$ cat src/hw/rtl/rmq_pkg.sv
package rmq_pkg;

    localparam int FRAC_BITS_DEF = 14;
    localparam int FIFO_DEPTH_DEF = 4;
    localparam int RAD_W = 32;
    localparam int DIFF_W = 17;
    localparam int Q_BITS = 15;
    localparam int SAT_MAX = 32767;

    localparam logic [1:0] SLOT_W = 2'd0;
    localparam logic [1:0] SLOT_X = 2'd1;
    localparam logic [1:0] SLOT_Y = 2'd2;
    localparam logic [1:0] SLOT_Z = 2'd3;

    typedef struct packed {
        logic signed [15:0] m00;
        logic signed [15:0] m01;
        logic signed [15:0] m02;
        logic signed [15:0] m10;
        logic signed [15:0] m11;
        logic signed [15:0] m12;
        logic signed [15:0] m20;
        logic signed [15:0] m21;
        logic signed [15:0] m22;
    } mat_t;

    typedef struct packed {
        logic signed [15:0] q_w;
        logic signed [15:0] q_x;
        logic signed [15:0] q_y;
        logic signed [15:0] q_z;
    } quat_t;

    typedef struct packed {
        logic [RAD_W-1:0]         rad;
        logic [1:0]               dom;
        logic signed [DIFF_W-1:0] d_w;
        logic signed [DIFF_W-1:0] d_x;
        logic signed [DIFF_W-1:0] d_y;
        logic signed [DIFF_W-1:0] d_z;
    } cls_t;

endpackage

$ cat src/hw/rtl/rmq_front.sv
module rmq_front import rmq_pkg::*; #(
    parameter int FRAC_BITS = FRAC_BITS_DEF
) (
    input  logic aclk,
    input  logic aresetn,
    input  logic s_valid,
    output logic s_ready,
    input  mat_t s_data,
    output logic f_valid,
    input  logic f_ready,
    output cls_t f_data
);

    localparam int XW = RAD_W + 1;

    logic        vld_reg;
    cls_t        cls_reg;
    cls_t        cls_next;
    logic signed [XW-1:0] e00, e11, e22, one, trace, rad_s, mii;
    logic signed [DIFF_W-1:0] a01, a02, a10, a12, a20, a21;
    logic        pos, gt10, gt2;

    assign e00 = XW'(s_data.m00);
    assign e11 = XW'(s_data.m11);
    assign e22 = XW'(s_data.m22);
    assign one = XW'(1) << FRAC_BITS;
    assign a01 = DIFF_W'(s_data.m01);
    assign a02 = DIFF_W'(s_data.m02);
    assign a10 = DIFF_W'(s_data.m10);
    assign a12 = DIFF_W'(s_data.m12);
    assign a20 = DIFF_W'(s_data.m20);
    assign a21 = DIFF_W'(s_data.m21);

    assign trace = e00 + e11 + e22;
    assign pos = trace > 0;
    assign gt10 = e11 > e00;
    assign mii = gt10 ? e11 : e00;
    assign gt2 = e22 > mii;

    always_comb begin
        cls_next.dom = SLOT_W;
        cls_next.d_w = a21 - a12;
        cls_next.d_x = a21 - a12;
        cls_next.d_y = a02 - a20;
        cls_next.d_z = a10 - a01;
        rad_s = trace + one;
        if (!pos) begin
            if (gt2) begin
                cls_next.dom = SLOT_Z;
                rad_s = e22 - (e11 + e00) + one;
                cls_next.d_x = a20 + a02;
                cls_next.d_y = a21 + a12;
                cls_next.d_w = a10 - a01;
            end else if (gt10) begin
                cls_next.dom = SLOT_Y;
                rad_s = e11 - (e00 + e22) + one;
                cls_next.d_z = a12 + a21;
                cls_next.d_x = a10 + a01;
                cls_next.d_w = a02 - a20;
            end else begin
                cls_next.dom = SLOT_X;
                rad_s = e00 - (e22 + e11) + one;
                cls_next.d_y = a01 + a10;
                cls_next.d_z = a02 + a20;
                cls_next.d_w = a21 - a12;
            end
        end
        cls_next.rad = rad_s[XW-1] ? '0 : rad_s[RAD_W-1:0];
    end

    assign s_ready = !vld_reg || f_ready;
    assign f_valid = vld_reg;
    assign f_data = cls_reg;

    always_ff @(posedge aclk) begin
        if (!aresetn) begin
            vld_reg <= 1'b0;
        end else if (s_ready) begin
            vld_reg <= s_valid;
        end
        if (s_valid && s_ready) begin
            cls_reg <= cls_next;
        end
    end

endmodule

$ cat config.mk
export PLATFORM = sky130hd
export DESIGN_NAME = rmq_front
export DESIGN_NICKNAME = d
export VERILOG_FILES = /design/src/hw/rtl/rmq_pkg.sv /design/src/hw/rtl/rmq_front.sv
export SDC_FILE = /design/constraint.sdc
export NUM_CORES = 1
export LEC_CHECK = 0
export ABC_AREA = 1
export BUFFER_PORTS_ARGS = -buffer_cell sky130_fd_sc_hd__buf_2
export CAP_MARGIN = 0
export CORE_MARGIN = 2
export CORE_UTILIZATION = 55
export CTS_BUF_LIST = sky130_fd_sc_hd__clkbuf_8
export DETAILED_ROUTE_END_ITERATION = 6
export PLACE_DENSITY = 0.88
export SLEW_MARGIN = 20
export SYNTH_ARGS = -nofsm -noshare
export SYNTH_HDL_FRONTEND = slang
export SYNTH_SLANG_ARGS = --single-unit
$ cat constraint.sdc
create_clock -name aclk -period 5.4 [get_ports aclk]
set_clock_uncertainty 0.1 [all_clocks]
set_input_delay 0.54 -clock aclk [delete_from_list [all_inputs] [get_ports aclk]]
set_output_delay 0.54 -clock aclk [all_outputs]
set_load 0.01 [all_outputs]
# Yosys cells after proc, flatten, opt, wreduce, memory -nomap -nowiden
# Cells that the tools add are included.
op_classes:
  n_addsub: 17
  magnitude_cmp: 3
  n_mux: 11
  reduce_logical: 3
ops:
  columns: ["cell", "count"]
  rows:
  - ["33-bit 2-to-1 mux", 4]
  - ["16-bit by 16-bit adder with 17-bit output", 6]
  - ["17-bit 2-to-1 mux", 4]
  - ["68-bit 2-to-1 mux", 1]
  - ["18-bit by 16-bit adder with 19-bit output, second input constant", 3]
  - ["16-bit by 17-bit subtractor with 18-bit output", 3]
  - ["53-bit 2-to-1 mux", 1]
  - ["16-bit by 16-bit subtractor with 17-bit output", 3]
  - ["33-bit by 16-bit adder with 33-bit output, second input constant", 1]
  - ["16-bit by 33-bit > comparator with 1-bit output", 1]
  - ["33-bit by 1-bit > comparator with 1-bit output, second input constant", 1]
  - ["19-bit 2-to-1 mux", 1]
  - ["17-bit by 16-bit adder with 18-bit output", 1]
  - ["16-bit > comparator", 1]
  - ["1-bit logical AND", 1]
  - ["1-bit zero test", 1]
  - ["1-bit logical OR", 1]
totals:
  reg_bits: 103
  inputBits: 148
  output_inout_bits: 104
  elab_cells: 41

# Logic depth before layout (Yosys ltp)
logic_depth:
  word_depth: 6
  depth_mapped: 36
  mapped_depth_nobuf: 35

# Worst setup path after synthesis
# Ideal clock, no wire load.
synth_path:
  path_type: "input to register"
  start: "input s_valid"
  end: "register cls_reg (netlist bit f_data[0]) (enable)"
  setup_ps: 580
  arrival_time_ps: 5165
  required_ps: 4720
  setup_slack_ps: -445
  cell_stages: 2
  n_path_buf: 0
  path_cell_list: "inv_1 > a21oi_1"
synth_via:
  elab_chain_cells: 1
synth_rtl:
  columns: ["element", "line_no", "source"]
  rows:
  - ["from (decl)", "rmq_front.sv:6", "input logic s_valid,"]
  - ["1-bit logical AND", "rmq_front.sv:81", "if (s_valid && s_ready) begin"]
  - ["to (signal assigned)", "rmq_front.sv:82", "cls_reg <= cls_next;"]
  - ["to (decl)", "rmq_front.sv:17", "cls_t cls_reg;"]
# Every way passes these cells.
# A chain may end at the register's enable or synchronous reset.

==> summary.md <==
| Metric | Value |
|---|---|
| Result of the run | `finished with violations` |
| Failing checks | `DRC` |
| Die outline height | `182 um` |
| Clock tree buffer depth | `2` |
| Cell type with the largest total area after synthesis | `ha_1` |
| Initial antenna violation count | `1` |
| Post-synth top flop | `edfxtp_1` |
| Critical path buffers and inverters | `8` |
| Critical register-to-register path startpoint | `f_valid` |
| Insertion delay of the later-clocked pin in the worst-skew pair | `0.38 ns` |
| Launch point of the critical path | `s_data[141]` |
| Die X | `182 um` |
| Synth unique cells | `49` |
| Detailed-route wire length | `61.2 mm` |
| Actual transition at the worst max-transition pin | `0.927 ns` |
| Sum of overflow across all layers after global routing | `0` |
| Half-perimeter wire length after placement | `approximately 52 mm` |
| Share of flip-flops with an asynchronous set or reset after synthesis | `0` |
| Clk sink count | `96` |
| Largest cells by area after synthesis | `ha_1, edfxtp_1, nand2_1, inv_1, nand3_1` |
| Full die area | `~0.033 mm^2` |
| Effective utilization at floorplan | `0.557` |
| Yosys Warn Count | `0` |
| Clock buffers created by TritonCTS | `9` |
| Highest fanout seen on the critical path | `22` |
| Total Power | `between 6 and 7 mW` |
| Category of the worst setup path launch point | `input port` |
| Port buffer count | `251` |
| Antenna Violating Nets Remaining | `0` |
| Post-synth top area share | `0.189` |
| WP data arrival | `slightly above 5 ns` |
| Max Freq | `just under 200 MHz` |
| Total Nets Final | `3,399` |
| Dominant delay contributor by cell family on the critical path | `simple AND/OR/NAND/NOR gates` |
| Max-Cap Viols | `0` |
| Post-place setup slack | `-0.206 ns` |
| Drc violations | `15` |
| Critical Path Slowest Stage Cell | `ha_1` |
| Maximum number of pins on one net before global-route repair | `70` |
| TritonCTS clock tree | `built` |
| Clock-pin transition on the worst setup and hold timing paths | `around 0.090 ns` |
| Commonest cells post-synth | `nand2_1, inv_1, ha_1, nand3_1, nor2_1` |
| Number of DRC markers in iteration 0 | `1,911` |
| Standard-cell row count | `65` |
| Antenna Diode Count | `0` |
| Fin crit period | `5.03 ns` |
| Post-synthesis register bit count | `96` |
| Crit path capture type | `register` |
| Most used standard cell by instance count after synthesis | `nand2_1` |
| Number of synthesized flops with an enable pin | `95` |
| Cell count after synthesis | `2,664` |
| Sequential-to-total area share from yosys stat | `0.164` |
| Static Leak | `11.2 nW` |
| Post-route fraction of the period consumed by the critical path | `0.932` |
| Post-synthesis area per instance | `6.57 um^2` |
| Avg Vias per Cell | `roughly 5.6` |
| Max H-tree Level | `3` |
| Post-route worst setup slack | `0.369 ns` |
| Largest vdd supply drop | `0.194 mV` |
| Max stage delay on crit path | `0.41 ns` |
| Number of fillers in the final layout | `3,030` |
| Hold violation count in the final report | `0` |
| Path class of the lowest-slack min-delay path | `in -> reg` |
| TritonRoute pass-1 iters | `7` |
| Root cell of the clock tree | `clkbuf_8` |
| Vias in the first global route | `17,700` |
| Total track usage | `0.362` |
| Cell seen most often among critical-path stages | `nand2_1` |
| Synthesis-to-finish area growth | `14.4%` |
| Detail-routed net length per standard cell | `18.3 um` |
| Max-slew headroom at the worst pin | `0.382` |
| Global-route wire length before repair | `94.3 mm` |
| Worst reg2reg setup slack | `roughly 3.0 ns` |
| Worst hold path startpoint | `aresetn` |
| Fraction of final layout cells sized beyond drive strength 1 | `0.142` |
| Netlist area before placement | `0.0175 mm^2` |
| Total of endpoints with negative setup slack in the final report | `0` |
| Number of nets in the synthesized netlist | `3,120` |
| Crit Path Class | `in -> reg` |
| Ratio of total power to cell area | `342 mW/mm^2` |
| Floorplan Core Area | `0.0315 mm^2` |
| Final Max Slew Viols | `0` |
| Count of hold buffers inserted by post-cts repair | `0` |
| Worst EP required | `5.43 ns` |
| Final Wtd Congestion | `1.05` |
| Io pins | `252` |
| Vias after detailed routing | `~19,000` |
-- state kept, by name (all words and copies together), names as in the netlist --
register / cells
f_data: 95
f_valid: 1
-- where the power goes --
part,internal [mW],leakage (nW),switching [mW]
Clock,0.173,0.0919,0.274
Combinational,1.84,10.1,3.21
Sequential,1.22,0.941,0.138
-- layer usage --
| layer | wire length (um) | part of all wire | up-vias | track usage |
|---|---|---|---|---|
| li1 | - | - | 9137 | - |
| met1 | 26600 | 0.44 | 8659 | 0.511 |
| met2 | 26300 | 0.43 | 1002 | 0.570 |
| met3 | 6810 | 0.11 | 92 | 0.0726 |
| met4 | 1500 | 0.024 | 0 | 0.0865 |
| met5 | 0 | 0 | - | 0 |
-- cell usage in the layout (no fill, tap or decap), types with 88 or more instances in the layout --
cell	instances
nand3_1	223
buf_4	88
xor2_1	90
edfxtp_1	95
ha_1	261
nor2_1	176
buf_2	251
nand2_1	738
a21oi_1	140
inv_1	412
o21ai_0	124
-- worst paths after layout --
path / end / depth (start not counted)
max: f_data[35] / 28
min: f_valid / 2
max reg2reg: f_data[47] / 2
min reg2reg: f_valid / 2
-- cell families (layout without fill, tap and decap cells) --
group | after synthesis | after routing | share of synthesized area
other | 1 | 1 | 0.000214
AND/OR/NAND/NOR | 1249 | 1249 | 0.300
XOR/XNOR | 116 | 116 | 0.0591
flip-flops | 96 | 96 | 0.164
adder cells (fa/ha/maj) | 308 | 308 | 0.238
AO/OA/AOI/OAI | 393 | 393 | 0.126
buffers and inverters | 501 | 785 | 0.113
-- final cells by class --
cell class	instances	area (um^2)	area share
multi-input combinational	2067	12800	0.639
sequential	96	2870	0.143
timing repair buffer	348	2100	0.105
inverter	421	1580	0.0790
tap	402	503	0.0251
clock buffer	9	124	0.00618
clock inverter	7	55.1	0.00275
-- through the flow --
step / hold slack [ns] / setup TNS (ns) / cell area, um^2 / utilization / instances
detailed placement: 0.445 / -11.91 / 19700 / 0.626 / 3331
CTS: 0.314 / 0 / 19900 / 0.632 / 3347
finish: 0.322 / 0 / 20000 / 0.637 / 3350
global route: 0.337 / -0.0237 / 20000 / 0.637 / 3350
global placement: 0.427 / -0.633 / 19700 / 0.626 / 3331
floorplan: 0.508 / 0 / 17500 / - / 2664
-- timing repair --
action                     4_1_cts  5_1_grt
gates resized for setup          0       23
setup endpoints to repair        0       94
buffers inserted                 0        2
Note: power is estimated with default switching activity, not from simulation.
