<file path="src/hw/rtl/rmq_pkg.sv">
package rmq_pkg;

    localparam int FRAC_BITS_DEF = 14;
    localparam int FIFO_DEPTH_DEF = 4;
    localparam int RAD_W = 32;
    localparam int DIFF_W = 17;
    localparam int Q_BITS = 15;
    localparam int SAT_MAX = 32767;

    localparam logic [1:0] SLOT_W = 2'd0;
    localparam logic [1:0] SLOT_X = 2'd1;
    localparam logic [1:0] SLOT_Y = 2'd2;
    localparam logic [1:0] SLOT_Z = 2'd3;

    typedef struct packed {
        logic signed [15:0] m00;
        logic signed [15:0] m01;
        logic signed [15:0] m02;
        logic signed [15:0] m10;
        logic signed [15:0] m11;
        logic signed [15:0] m12;
        logic signed [15:0] m20;
        logic signed [15:0] m21;
        logic signed [15:0] m22;
    } mat_t;

    typedef struct packed {
        logic signed [15:0] q_w;
        logic signed [15:0] q_x;
        logic signed [15:0] q_y;
        logic signed [15:0] q_z;
    } quat_t;

    typedef struct packed {
        logic [RAD_W-1:0]         rad;
        logic [1:0]               dom;
        logic signed [DIFF_W-1:0] d_w;
        logic signed [DIFF_W-1:0] d_x;
        logic signed [DIFF_W-1:0] d_y;
        logic signed [DIFF_W-1:0] d_z;
    } cls_t;

endpackage

</file>
<file path="src/hw/rtl/rmq_fifo.sv">
module rmq_fifo import rmq_pkg::*; #(
    parameter int DEPTH = FIFO_DEPTH_DEF
) (
    input  logic aclk,
    input  logic aresetn,
    input  logic in_valid,
    output logic in_ready,
    input  cls_t in_data,
    output logic out_valid,
    input  logic out_ready,
    output cls_t out_data
);

    localparam int PW = (DEPTH > 1) ? $clog2(DEPTH) : 1;
    localparam int CW = $clog2(DEPTH + 1);

    cls_t          mem_reg [DEPTH];
    logic [PW-1:0] wr_reg, rd_reg;
    logic [CW-1:0] cnt_reg;
    logic          push, pop;

    assign in_ready = cnt_reg != CW'(DEPTH);
    assign out_valid = cnt_reg != '0;
    assign out_data = mem_reg[rd_reg];
    assign push = in_valid && in_ready;
    assign pop = out_valid && out_ready;

    always_ff @(posedge aclk) begin
        if (!aresetn) begin
            wr_reg <= '0;
            rd_reg <= '0;
            cnt_reg <= '0;
        end else begin
            if (push) begin
                wr_reg <= (wr_reg == PW'(DEPTH - 1)) ? '0 : wr_reg + 1'b1;
            end
            if (pop) begin
                rd_reg <= (rd_reg == PW'(DEPTH - 1)) ? '0 : rd_reg + 1'b1;
            end
            if (push && !pop) begin
                cnt_reg <= cnt_reg + 1'b1;
            end else if (pop && !push) begin
                cnt_reg <= cnt_reg - 1'b1;
            end
        end
        if (push) begin
            mem_reg[wr_reg] <= in_data;
        end
    end

endmodule

</file>
<file path="config.mk">
export PLATFORM = sky130hd
export DESIGN_NAME = rmq_fifo
export DESIGN_NICKNAME = d
export VERILOG_FILES = /design/src/hw/rtl/rmq_pkg.sv /design/src/hw/rtl/rmq_fifo.sv
export SDC_FILE = /design/constraint.sdc
export NUM_CORES = 1
export LEC_CHECK = 0
export BUFFER_PORTS_ARGS = -buffer_cell sky130_fd_sc_hd__buf_2
export CAP_MARGIN = 25
export CELL_PAD_IN_SITES_DETAIL_PLACEMENT = 0
export CELL_PAD_IN_SITES_GLOBAL_PLACEMENT = 2
export CORE_AREA = 2 2 212 214
export DETAILED_ROUTE_END_ITERATION = 8
export DIE_AREA = 0 0 214 216
export GPL_ROUTABILITY_DRIVEN = 0
export PLACE_DENSITY_LB_ADDON = 0.12
export SLEW_MARGIN = 20
export SYNTH_ARGS = -nofsm -noshare
export SYNTH_HDL_FRONTEND = slang
export SYNTH_SLANG_ARGS = --single-unit
export TNS_END_PERCENT = 50
</file>
<file path="constraint.sdc">
create_clock -name aclk -period 2.52 [get_ports aclk]
set_input_delay 0 -clock aclk [delete_from_list [all_inputs] [get_ports aclk]]
set_output_delay 0 -clock aclk [all_outputs]
set_load 0.05 [all_outputs]
</file>
Word-level counts from Yosys, hierarchy flattened. Memory sizes are Yosys's and may differ from the RTL's. A register that Yosys moved wholly into a read port is not among the register bits. Cells that the tools add are included.

Memories: 1. Bits of input ports: 106. Output and inout bits: 104. Memory bits (writable): 408. Register bits after elaboration: 7. Logic and storage cells: 27.

Multiplexer cells: 8. Equal/unequal tests: 3. Reduce and logical (&&, ||, !) cells: 8. Add/sub/neg operators: 4.

Memories: mem_reg (words 4, width 102, rd ports 1, clocked after memory_dff 1, write ports 1, RTL line rmq_fifo.sv:17) `cls_t mem_reg [DEPTH];`.

Operators with widths (count): $mux W2 (4); $mux W3 (2); $add A2 B1 Y2 const B (2); $eq A2 B2 Y1 const B (2); $logic_and A1 B1 Y1 (4); $add A3 B1 Y3 const B (1); $ne A3 B3 Y1 const B (1); $reduce_bool A3 Y1 (1); $sub A3 B1 Y3 const B (1); $logic_not A1 Y1 (2); $mux W1 (2); $reduce_bool A2 Y1 (1).

Longest topological paths before layout. Gate-level depths: netlist of the first run.

Word-level depth: 6. Mapped depth: 9. Mapped depth without buffers: 8.

Least setup slack after synthesis of the first run. OpenSTA, ideal clock, no wires.

Path kind: reg-to-reg. Start: reg cnt_reg[0]. End: mem mem_reg[0][0] (netlist bit) (enable). Required time: 2.105 ns. Arrival: 2.051 ns. Path buffers: 1. Period minus slack after synthesis: 2.466 ns. Stages on the path, launching flop included: 4. Setup slack: 0.054 ns. Library setup time: 0.415 ns. Cells stage by stage: dfxtp_1 > or3b_1 > buf_6 > and3_2.

Longest elaborated chain between the ends: 4.

Ends and longest elaborated chain: start: declaration (RTL line rmq_fifo.sv:19) `logic [CW-1:0] cnt_reg;`; start signal: assignment (RTL line rmq_fifo.sv:41) `cnt_reg <= cnt_reg + 1'b1;`; start signal: assignment (RTL line rmq_fifo.sv:43) `cnt_reg <= cnt_reg - 1'b1;`; $ne A3 B3 Y1 (RTL line rmq_fifo.sv:22) `assign in_ready = cnt_reg != CW'(DEPTH);`; named net in_ready (RTL line rmq_fifo.sv:7) `output logic in_ready,`; $logic_and A1 B1 Y1 (RTL line rmq_fifo.sv:25) `assign push = in_valid && in_ready;`; $mux W1 (RTL line rmq_fifo.sv:46) `if (push) begin`; $mux W1 (implied by the code) (RTL line rmq_fifo.sv:47) `mem_reg[wr_reg] <= in_data;`; end: declaration (RTL line rmq_fifo.sv:17).

The timed path passes the listed nets, and every way through them passes these cells.

==> metrics.md, run 1 <==
| Metric | Value |
|---|---|
| Area of the core | 0.04384 mm² |
| Die height | 216 µm |
| Buffers on Ports | 209 |
| DP HPWL | 18.77 mm |
| Worst R2R Path Depth | 8 |
| Clock Sinks | 417 |
| Setup Skew | 0.009629 ns |
| Largest net degree at the start of global routing | 103 |
| Delay-heaviest family, CP | flip-flops |
| CP Capture Type | primary output |
| Register area share after synthesis | 0.8180 |
| Layout cells sized above 1 | 0.4058 |
| TritonCTS clock tree | yes |
| Clk pin slew, worst setup/hold paths | 0.06 ns |
| Pwr dens | 1065 mW/mm² |
| Vias/cell | 4.713 |
| Starting Density | 0.3467 |
| Grt total ovfl | 0 |
| Max Cap Viol | 0 |
| Vias in the first global route | 8302 |
| Clk root buf | clkbuf_16 |
| Post-CTS setup buffer count | 0 |
| # IOs | 210 |
| Area after DPL | 0.01711 mm² |
| Yosys top cell area share | 0.8062 |
| Initial drt markers | 413 |
| Data arrival, critical path | 2.36 ns |
| WP data required | 2.52 ns |
| Met3 Use GR | 0.02946 |
| Post-Syn Instances | 583 |
| Routed len/inst | 20.34 µm |
| YS warnings | 0 |
| CTS Buf Count | 46 |
| DP Cell Count | 1376 |
| ANT cells | 0 |
| Clock latency on the worst-skew pair | 0.56 ns |
| Die width | 214 µm |
| Hold Path Class | in2reg |
| Post-route cell area | 0.01950 mm² |
| WL final | 31.68 mm |
| Detail Route Antenna Nets | 0 |
| Reg-to-Reg End | cnt_reg[2] |
| Post-Layout Cell Count | 1558 |
| Net Count, Synth | 696 |
| Num rows | 77 |
| Cell taking the most area after synthesis | edfxtp_1 |
| Max VDD drop | 0.0008583 V |
| Area growth, synth to finish | 28.32% |
| Final period util | 0.9359 |
| Leakage power | 6.524 nW |
| Routed vias | 7343 |
| Critical Path Fanout Max | 18 |
| Initial antenna violation count | 0 |
| Drt first pass iters | 4 |
| Worst setup path end | out_data[86] |
| Met1 Use GR | 0.1695 |
| Worst r2r src | cnt_reg[0] |
| Cell breakdown of the critical path | buf_4 -> mux4_2 -> buf_2 |
| Total GRT Usage | 0.1393 |
| First-pass GRT wire length | 48.78 mm |
| Gr busiest metal | met2 |
| CP max-delay cell | dfxtp_4 |
| Final setup fails | 0 |
| GR Util met2 | 0.2439 |
| Mapped Area | 0.01520 mm² |
| Slew @ Worst Pin | 0.6805 ns |
| Status | finished clean |
| CTS H-Tree Depth | 2 |
| Worst Path Buf+Inv | 2 |
| CP Depth | 3 |
| Crit Path Class | reg2out |
| Synth unique cells | 26 |
| Final Hold Viols | 0 |
| Reg2reg setup slack | 0.24 ns |
| Setup repair after global routing missed its margin | false |
| Startpoint Class | register |
| Number of flip-flops under the largest register name | 408 |
| Highest Clock Rate | 0.4240 GHz |
| Die area | 0.04622 mm² |
| Drt drc | 0 |
| Setup TNS | 0 ns |
| Pins Over Slew Limit | 0 |
| Nets | 1052 |
| Ranking of synthesized cells by area | edfxtp_1 (81%), mux4_2 (15%), dfxtp_1 (1.2%), buf_6 (0.67%), ha_1 (0.49%) |
| Post-layout min period | 2.358 ns |
| FF+latch count, synth | 417 |
| Avg Inst Size Synth | 26.07 µm² |
| CP max stage delay | 0.62 ns |
| Clock buffer depth | 3 |
| Slew HR | 0.5464 |
## synthesized netlist by cell type, drive strengths merged
cell type    n
and3         4
buf         20
nand2        5
o21ai        4
edfxtp     408
nand3        2
xnor2        1
nor2         2
dfxtp        9
a21boi       1
clkbuf       4
and2         2
nor2b        1
nand4        1
or3          2
ha           6
mux4       102
mux2i        2
or3b         1
inv          3
fa           1
xor2         1
o31ai        1
## final cells by class
| cell class | count | area, µm² |
|---|---|---|
| clock buffer | 57 | 1214 |
| clock inverter | 18 | 108.9 |
| fill | 3758 | 24330 |
| inverter | 3 | 11.26 |
| multi-input combinational | 139 | 2600 |
| sequential | 417 | 12440 |
| tap | 592 | 740.7 |
| timing repair buffer | 332 | 2387 |
## timing repair
item / 4_1_cts / 5_1_grt
hold endpoints to repair: 438 / 0
endpoints found under the setup margin: 0 / 1
hold buffers: 107 / 0
gates resized for setup: 0 / 1
## layout by cell type (no fill, tap or decap), drive strengths merged, types with 2 or more instances in the layout
cell type,n
inv,4
mux2i,2
nor2,2
and3,4
and2,2
buf,225
ha,6
clkinv,15
nand2,5
edfxtp,408
dlygate4sd3,107
mux4,102
or3,2
o21ai,4
clkbuf,57
dfxtp,9
nand3,2
## stage by stage
| stage | setup WS, ns | utilization | total power [mW] | hold WS [ns] |
|---|---|---|---|---|
| 6_report | 0.1616 | 0.4449 | 20.77 | 0.1903 |
| 5_1_grt | 0.01342 | 0.4449 | 21.64 | 0.1797 |
| 4_1_cts | 0.05890 | 0.4448 | 21.13 | 0.1544 |
| 3_5_place_dp | 0.1385 | 0.3902 | 14.97 | 0.2166 |
| 3_3_place_gp | 0.2741 | 0.3902 | 14.87 | 0.2088 |
| 2_1_floorplan | 0.05367 | - | 13.36 | 0.09887 |
## layer usage
layer,vias up,share of wire
met5,-,0
met4,0,0.025
met3,59,0.043
met2,161,0.52
met1,3892,0.41
li1,3231,-
## worst min-delay path by stage
stage / start / to / slack, ns / cells past startpoint
global placement: in_data[2] / mem_reg[3][2] / 0.21 / 1
detailed placement: in_data[44] / mem_reg[1][44] / 0.22 / 1
CTS: in_data[91] / mem_reg[2][91] / 0.15 / 2
global route: in_data[53] / mem_reg[3][53] / 0.18 / 2
floorplan: in_data[0] / mem_reg[0][0] / 0.1 / 0
finish: in_data[27] / mem_reg[1][27] / 0.19 / 2
## power by group
group | total, mW | switching (mW) | internal [mW]
logic | 6.18 | 4.22 | 1.96
clock network | 5.95 | 2.48 | 3.47
registers | 8.64 | 0.234 | 8.41
## cells by family after synthesis
kind of cell	after synthesis	synth area share
simple gates	20	0.007740
flops	417	0.8180
buf+inv	27	0.01202
fa+ha+maj	7	0.006257
compound gates	6	0.002305
xor+xnor	2	0.001153
mux	104	0.1525
(Power assumes the default switching activity.)
==> inputs of run 2 (changes only) <==
--- a/config.mk
+++ b/config.mk
@@ -13,7 +13,7 @@
 export DETAILED_ROUTE_END_ITERATION = 8
 export DIE_AREA = 0 0 214 216
 export GPL_ROUTABILITY_DRIVEN = 0
-export PLACE_DENSITY_LB_ADDON = 0.12
+export PLACE_DENSITY = 0.76
 export SLEW_MARGIN = 20
 export SYNTH_ARGS = -nofsm -noshare
 export SYNTH_HDL_FRONTEND = slang
==> run 2 against run 1 <==
  * Sequential share of layout area is 0.39 points lower
  * Die area unchanged
  * Clock skew is 0.0042 ns higher
  * Cell area grew 0.62%
  * Maximum frequency increased by 3.6%
  * Critical path depth unchanged
  * Register-to-register slack gained 0.06 ns
  * Sequential power about the same
  * Count of clock-buffer cells in the layout is 1 higher
  * Flip-flop and latch count is the same
==> metrics.md, run 2 (same netlist as run 1, synthesis figures left out) <==
| Metric | Value |
|---|---|
| CTS H-Tree Depth | 2 (unchanged) |
| Setup repair after global routing missed its margin | false |
| DP HPWL | 17.56 mm (-6.5%) |
| # IOs | 210 (unchanged) |
| Commonest non-fill, non-tap cell in the layout | edfxtp_1 |
| Fin worst setup slack | 0.2437 ns (+0.08208 ns) |
| Total GRT Usage | 0.1341 (-0.005180) |
| Setup TNS | 0 ns (unchanged) |
| Slew @ Worst Pin | 0.4953 ns (-0.1852 ns) |
| Drt first pass iters | 4 (unchanged) |
| Clock latency on the worst-skew pair | 0.55 ns (about the same) |
| Crit Path Class | reg2out |
| Post-Layout Cell Count | 1566 (+0.51%) |
| Status | finished clean |
| Area growth, synth to finish | 29.12% |
| Clock Sinks | 417 (unchanged) |
| TritonCTS clock tree | yes |
| Setup Skew | 0.01385 ns (+0.004222 ns) |
| Nets | 1056 (+0.38%) |
| Buffers on Ports | 209 (unchanged) |
| DP Cell Count | 1381 (+0.36%) |
| Pins Over Slew Limit | 0 (unchanged) |
| Clock buffer depth | 3 (unchanged) |
| Starting Density | 0.3467 (unchanged) |
| Max Cap Viol | 0 (unchanged) |
| Vias/cell | 4.620 (-2.0%) |
| Routed len/inst | 19.31 µm (-5.1%) |
| Critical Path Fanout Max | 34 (+16) |
| Initial antenna violation count | 3 (+3) |
| Die area | 0.04622 mm² (unchanged) |
| Layout cells sized above 1 | 0.4090 (+0.003247) |
| Total Power | 20.93 mW (+0.75%) |
| Slew HR | 0.6698 (+0.1235) |
| Grt total ovfl | 0 (unchanged) |
| Die height | 216 µm (unchanged) |
| Final period util | 0.9033 (-0.03257) |
| Routed vias | 7235 (-1.5%) |
| Largest net degree at the start of global routing | 56 (-46%) |
| First-pass GRT wire length | 47.09 mm (-3.5%) |
| Leakage power | 6.570 nW (+0.70%) |
| Highest Clock Rate | 0.4393 GHz (+3.6%) |
| WP data required | 2.52 ns (about the same) |
| Post-CTS setup buffer count | 0 (unchanged) |
| Initial drt markers | 477 (+15%) |
| Pwr dens | 1067 mW/mm² (+0.12%) |
| Drt drc | 0 (unchanged) |
| Clk pin slew, worst setup/hold paths | 0.06 ns (about the same) |
| Detail Route Antenna Nets | 0 (unchanged) |
| CP Capture Type | primary output |
| Fin util | 0.4476 (+0.002769) |
| DP Worst Slack | 0.1912 ns (+0.05274 ns) |
| Hold Path Class | in2reg |
| Clk root buf | clkbuf_16 |
| Startpoint Class | register |
| CTS Buf Count | 45 (-2.2%) |
| Area of the core | 0.04384 mm² (unchanged) |
| Number of flip-flops under the largest register name | 408 (unchanged) |
| Final Hold Viols | 0 (unchanged) |
| Max VDD drop | 0.0006622 V (-23%) |
| Most frequent cells in the layout | edfxtp_1 (408), buf_2 (209), dlygate4sd3_1 (107) |
| Post-layout min period | 2.276 ns (-0.08208 ns) |
| Final setup fails | 0 (unchanged) |
| Die width | 214 µm (unchanged) |
| Vias in the first global route | 7995 (-3.7%) |
| Num rows | 77 (unchanged) |
| WL final | 30.24 mm (-4.6%) |
| Data arrival, critical path | 2.28 ns (-0.08 ns) |
## run 2: path summary, 6_finish.rpt
check | startpoint | to | slack (ns) | cells after the start
worst min register to register | wr_reg[1] | wr_reg[1] | 0.51 | 2
worst max register to register | cnt_reg[0] | cnt_reg[2] | 0.30 | 8
worst max-delay path | register | out_data[42] | 0.24 | 3
worst min-delay path | in_data[86] | mem_reg[2][86] | 0.20 | 2
## run 2: what timing repair did
action / in CTS / in global routing
hold endpoints to repair: 417 / 0
hold buffers: 107 / 0
resized for setup: 0 / 1
endpoints found under the setup margin: 0 / 1
## run 2: critical path, stage by stage (launching register included)
cell     delay (ns)
dfxtp_4        0.55
buf_12         0.33
mux4_2         0.59
buf_2          0.24
## run 2: per-stage QoR
step	instance area [µm²]	hold WS (ns)
6_report	19620	0.1997
3_5_place_dp	17190	0.2179
3_3_place_gp	17190	0.2127
5_1_grt	19620	0.1725
4_1_cts	19620	0.1528
2_1_floorplan	15200	0.09887
## run 2: metal layers
metal	global-route usage	wire [µm]
met1	0.1768	13100
met2	0.2168	14470
met3	0.03749	2095
met4	0.04172	541
met5	0	24
## run 2: layout make-up
| type | instances | area [µm²] |
|---|---|---|
| clock inverter | 19 | 178.9 |
| inverter | 3 | 11.26 |
| timing repair buffer | 337 | 2475 |
| multi-input combinational | 139 | 2600 |
| tap | 592 | 740.7 |
| antenna | 1 | 2.502 |
| fill | 3712 | 24210 |
| sequential | 417 | 12440 |
| clock buffer | 58 | 1175 |
## run 2: where the power goes
group	total, mW	internal (mW)	switching, mW
Clock	6.11	3.59	2.52
Sequential	8.62	8.40	0.218
Combinational	6.20	2.00	4.20
==> inputs of run 3 (changes only) <==
--- a/config.mk
+++ b/config.mk
@@ -5,6 +5,7 @@
 export SDC_FILE = /design/constraint.sdc
 export NUM_CORES = 1
 export LEC_CHECK = 0
+export ABC_AREA = 0
 export BUFFER_PORTS_ARGS = -buffer_cell sky130_fd_sc_hd__buf_2
 export CAP_MARGIN = 25
 export CELL_PAD_IN_SITES_DETAIL_PLACEMENT = 0
==> constraint.sdc (replaced) <==
create_clock -name aclk -period 1.9 [get_ports aclk]
set_input_delay 0 -clock aclk [delete_from_list [all_inputs] [get_ports aclk]]
set_output_delay 0 -clock aclk [all_outputs]
set_load 0.05 [all_outputs]
==> run 3 against run 2 <==
  * The flow now finishes with violations (negative setup slack)
  * Setup slack got worse by 0.38 ns
  * Clock power rose by 38%
  * Die area did not move
  * Largest power group unchanged
  * Cell count rose by 1.7%
  * Count of clock-buffer cells in the layout did not move
  * Register-to-register slack got worse by 0.35 ns
  * Highest routed layer unchanged
  * Sequential share of layout area fell by 3.0 points
  * Critical endpoint is now out_data[35]
  * Critical path type unchanged
==> metrics.md, run 3 (same netlist as run 1, synthesis figures left out) <==
| Metric | Value |
|---|---|
| Startpoint Class | register |
| Pwr dens | 1452 mW/mm² (+36%) |
| Num rows | 77 (unchanged) |
| Die area | 0.04622 mm² (unchanged) |
| Fin worst setup slack | -0.1387 ns (-0.3824 ns) |
| Setup Skew | 0.02491 ns (+0.01106 ns) |
| CTS Buf Count | 45 (unchanged) |
| Die width | 214 µm (unchanged) |
| Cell-internal power | 20.16 mW (+44%) |
| Area of the core | 0.04384 mm² (unchanged) |
| Buffers on Ports | 209 (unchanged) |
| HP Start | in_data[97] |
| Crit Path Class | reg2out |
| # IOs | 210 (unchanged) |
| Starting Density | 0.3467 (unchanged) |
| Leakage power | 6.960 nW (+5.9%) |
| Max Cap Viol | 0 (unchanged) |
| Top cell by count, worst path | buf_12 |
| Area growth, synth to finish | 35.51% |
| Final period util | 1.073 |
| Worst Hold Path Cells | 2 (unchanged) |
| Post-route cell area | 0.02059 mm² (+4.9%) |
| Highest Clock Rate | 0.4905 GHz |
| CTS H-Tree Depth | 2 (unchanged) |
| Data arrival, critical path | 2.04 ns (-0.24 ns) |
| Initial drt markers | 442 (-7.3%) |
| Reg-to-Reg End | cnt_reg[2] |
| DP Worst Slack | -0.1058 ns (-0.2971 ns) |
| CP max-delay cell | mux4_2 |
| Setup repair after global routing missed its margin | true |
| Worst Path Buf+Inv | 3 (+1) |
| WP data required | 1.90 ns (-0.62 ns) |
| WL final | 32.55 mm (+7.6%) |
| FF+latch area | 0.01245 mm² (about the same) |
| Vias/cell | 4.669 (+1.0%) |
| Total GRT Usage | 0.1418 (+0.007671) |
| Worst R2R Path Depth | 7 (-1) |
| Post-Layout Cell Count | 1593 (+1.7%) |
| Clk pin slew, worst setup/hold paths | 0.06 ns (about the same) |
| Routed vias | 7437 (+2.8%) |
| Total Power | 29.90 mW (+43%) |
| Setup TNS | -10.05 ns (-10.05 ns) |
| Max VDD drop | 0.0009897 V (+49%) |
| Drt drc | 0 (unchanged) |
| Initial antenna violation count | 2 (-1) |
| Clock latency on the worst-skew pair | 0.57 ns (+0.02 ns) |
| Combinational power share | 0.337 (+0.041) |
| NetSw | 9.742 mW (+40%) |
| Slew @ Worst Pin | 0.4648 ns (-0.03048 ns) |
| DP HPWL | 17.73 mm (+0.98%) |
| TritonCTS clock tree | yes |
| Pins Over Slew Limit | 0 (unchanged) |
| Final Hold Viols | 0 (unchanged) |
| Fill cell count | 3634 (-2.1%) |
| CP max stage delay | 0.53 ns (-0.06 ns) |
| Worst r2r src | cnt_reg[2] |
| Drt first pass iters | 6 (+2) |
| Clock Power Share | 0.281 (-0.011) |
| Die height | 216 µm (unchanged) |
| Switch share | 0.3258 (-0.005737) |
| Reg2reg setup slack | -0.05 ns (-0.35 ns) |
| Clock Sinks | 417 (unchanged) |
| Number of flip-flops under the largest register name | 408 (unchanged) |
| Layout cells sized above 1 | 0.4360 (+0.02696) |
| Failing checks | negative setup slack |
| Commonest non-fill, non-tap cell in the layout | edfxtp_1 |
| Hold Path Sink | mem_reg[2][97] |
| First-pass GRT wire length | 49.11 mm (+4.3%) |
| Vias in the first global route | 8206 (+2.6%) |
| Status | complete, but fails checks |
| Post-layout min period | 2.039 ns |
| Detail Route Antenna Nets | 0 (unchanged) |
| Grt total ovfl | 0 (unchanged) |
| Clk root buf | clkbuf_16 |
| Delay-heaviest family, CP | buffers and inverters |
| Fin util | 0.4698 (+0.02215) |
| Routed len/inst | 20.43 µm (+5.8%) |
| Hold Slack | 0.1890 ns (-0.01071 ns) |
| Nets | 1076 (+1.9%) |
| Sequential fraction of design power | 0.382 (-0.030) |
| Area after DPL | 0.01729 mm² (+0.55%) |
| Clock buffer depth | 3 (unchanged) |
| Cell breakdown of the critical path | buf_12 -> buf_12 -> mux4_2 -> buf_6 |
| Multi-input logic area | 0.002630 mm² (+1.2%) |
| Slew HR | 0.6901 (+0.02032) |
| Critical Path Fanout Max | 11 (-68%) |
| CP Capture Type | primary output |
| Final setup fails | 103 (+103) |
| DP Cell Count | 1388 (+0.51%) |
| Largest net degree at the start of global routing | 71 (+27%) |
| Most frequent cells in the layout | edfxtp_1 (408), buf_2 (133), dlygate4sd3_1 (106) |
| Hold Path Class | in2reg |
==> run 3: cell types whose count changed in the layout (fill, tap and decap cells not counted), sizes merged <==
cell / before / now
clkbuf: 58 / 60
clkinv: 11 / 20
buf: 230 / 249
inv: 6 / 4
dlygate4sd3: 107 / 106
==> run 3: routing by layer <==
layer  GRT usage  share of wire  vias to the layer above
met4     0.04079          0.021                        2
met5           0        0.00037                        -
li1            -              -                     3289
met3     0.03834          0.049                       48
met2      0.2359           0.50                      194
met1      0.1831           0.43                     3904
==> run 3: power by group through the flow <==
stage          logic, mW  registers [mW]  clock network [mW]
2_1_floorplan       6.26            11.5                   0
3_3_place_gp        8.44            11.5                   0
5_1_grt             10.6            11.5                9.03
6_report            10.1            11.4                8.41
4_1_cts             10.1            11.4                8.67
3_5_place_dp        8.45            11.6                   0
==> run 3: area by class of cell <==
class                      instances  area share
antenna                            1   0.0001215
clock buffer                      58     0.05912
clock inverter                    26     0.01039
inverter                           3   0.0005468
multi-input combinational        139      0.1277
sequential                       417      0.6044
tap                              592     0.03597
timing repair buffer             357      0.1618
==> run 3: worst max path at each step <==
stage / startpoint / endpoint / depth (start not counted) / slack, ns
2_1_floorplan: cnt_reg[2] / cnt_reg[2] / 9 / -0.13
4_1_cts: register / out_data[6] / 3 / -0.18
3_5_place_dp: cnt_reg[1] / cnt_reg[2] / 7 / -0.11
3_3_place_gp: cnt_reg[1] / cnt_reg[2] / 7 / -0.03
5_1_grt: register / out_data[37] / 4 / -0.22
6_report: register / out_data[35] / 4 / -0.14
==> run 3: what timing repair did <==
item	in CTS	in global routing
setup buffers	8	1
setup endpoints to repair	103	104
resized for setup	163	11
gates cloned	4	2
hold buffers	106	0
pin swaps	1	0
endpoints found under the hold margin	417	0
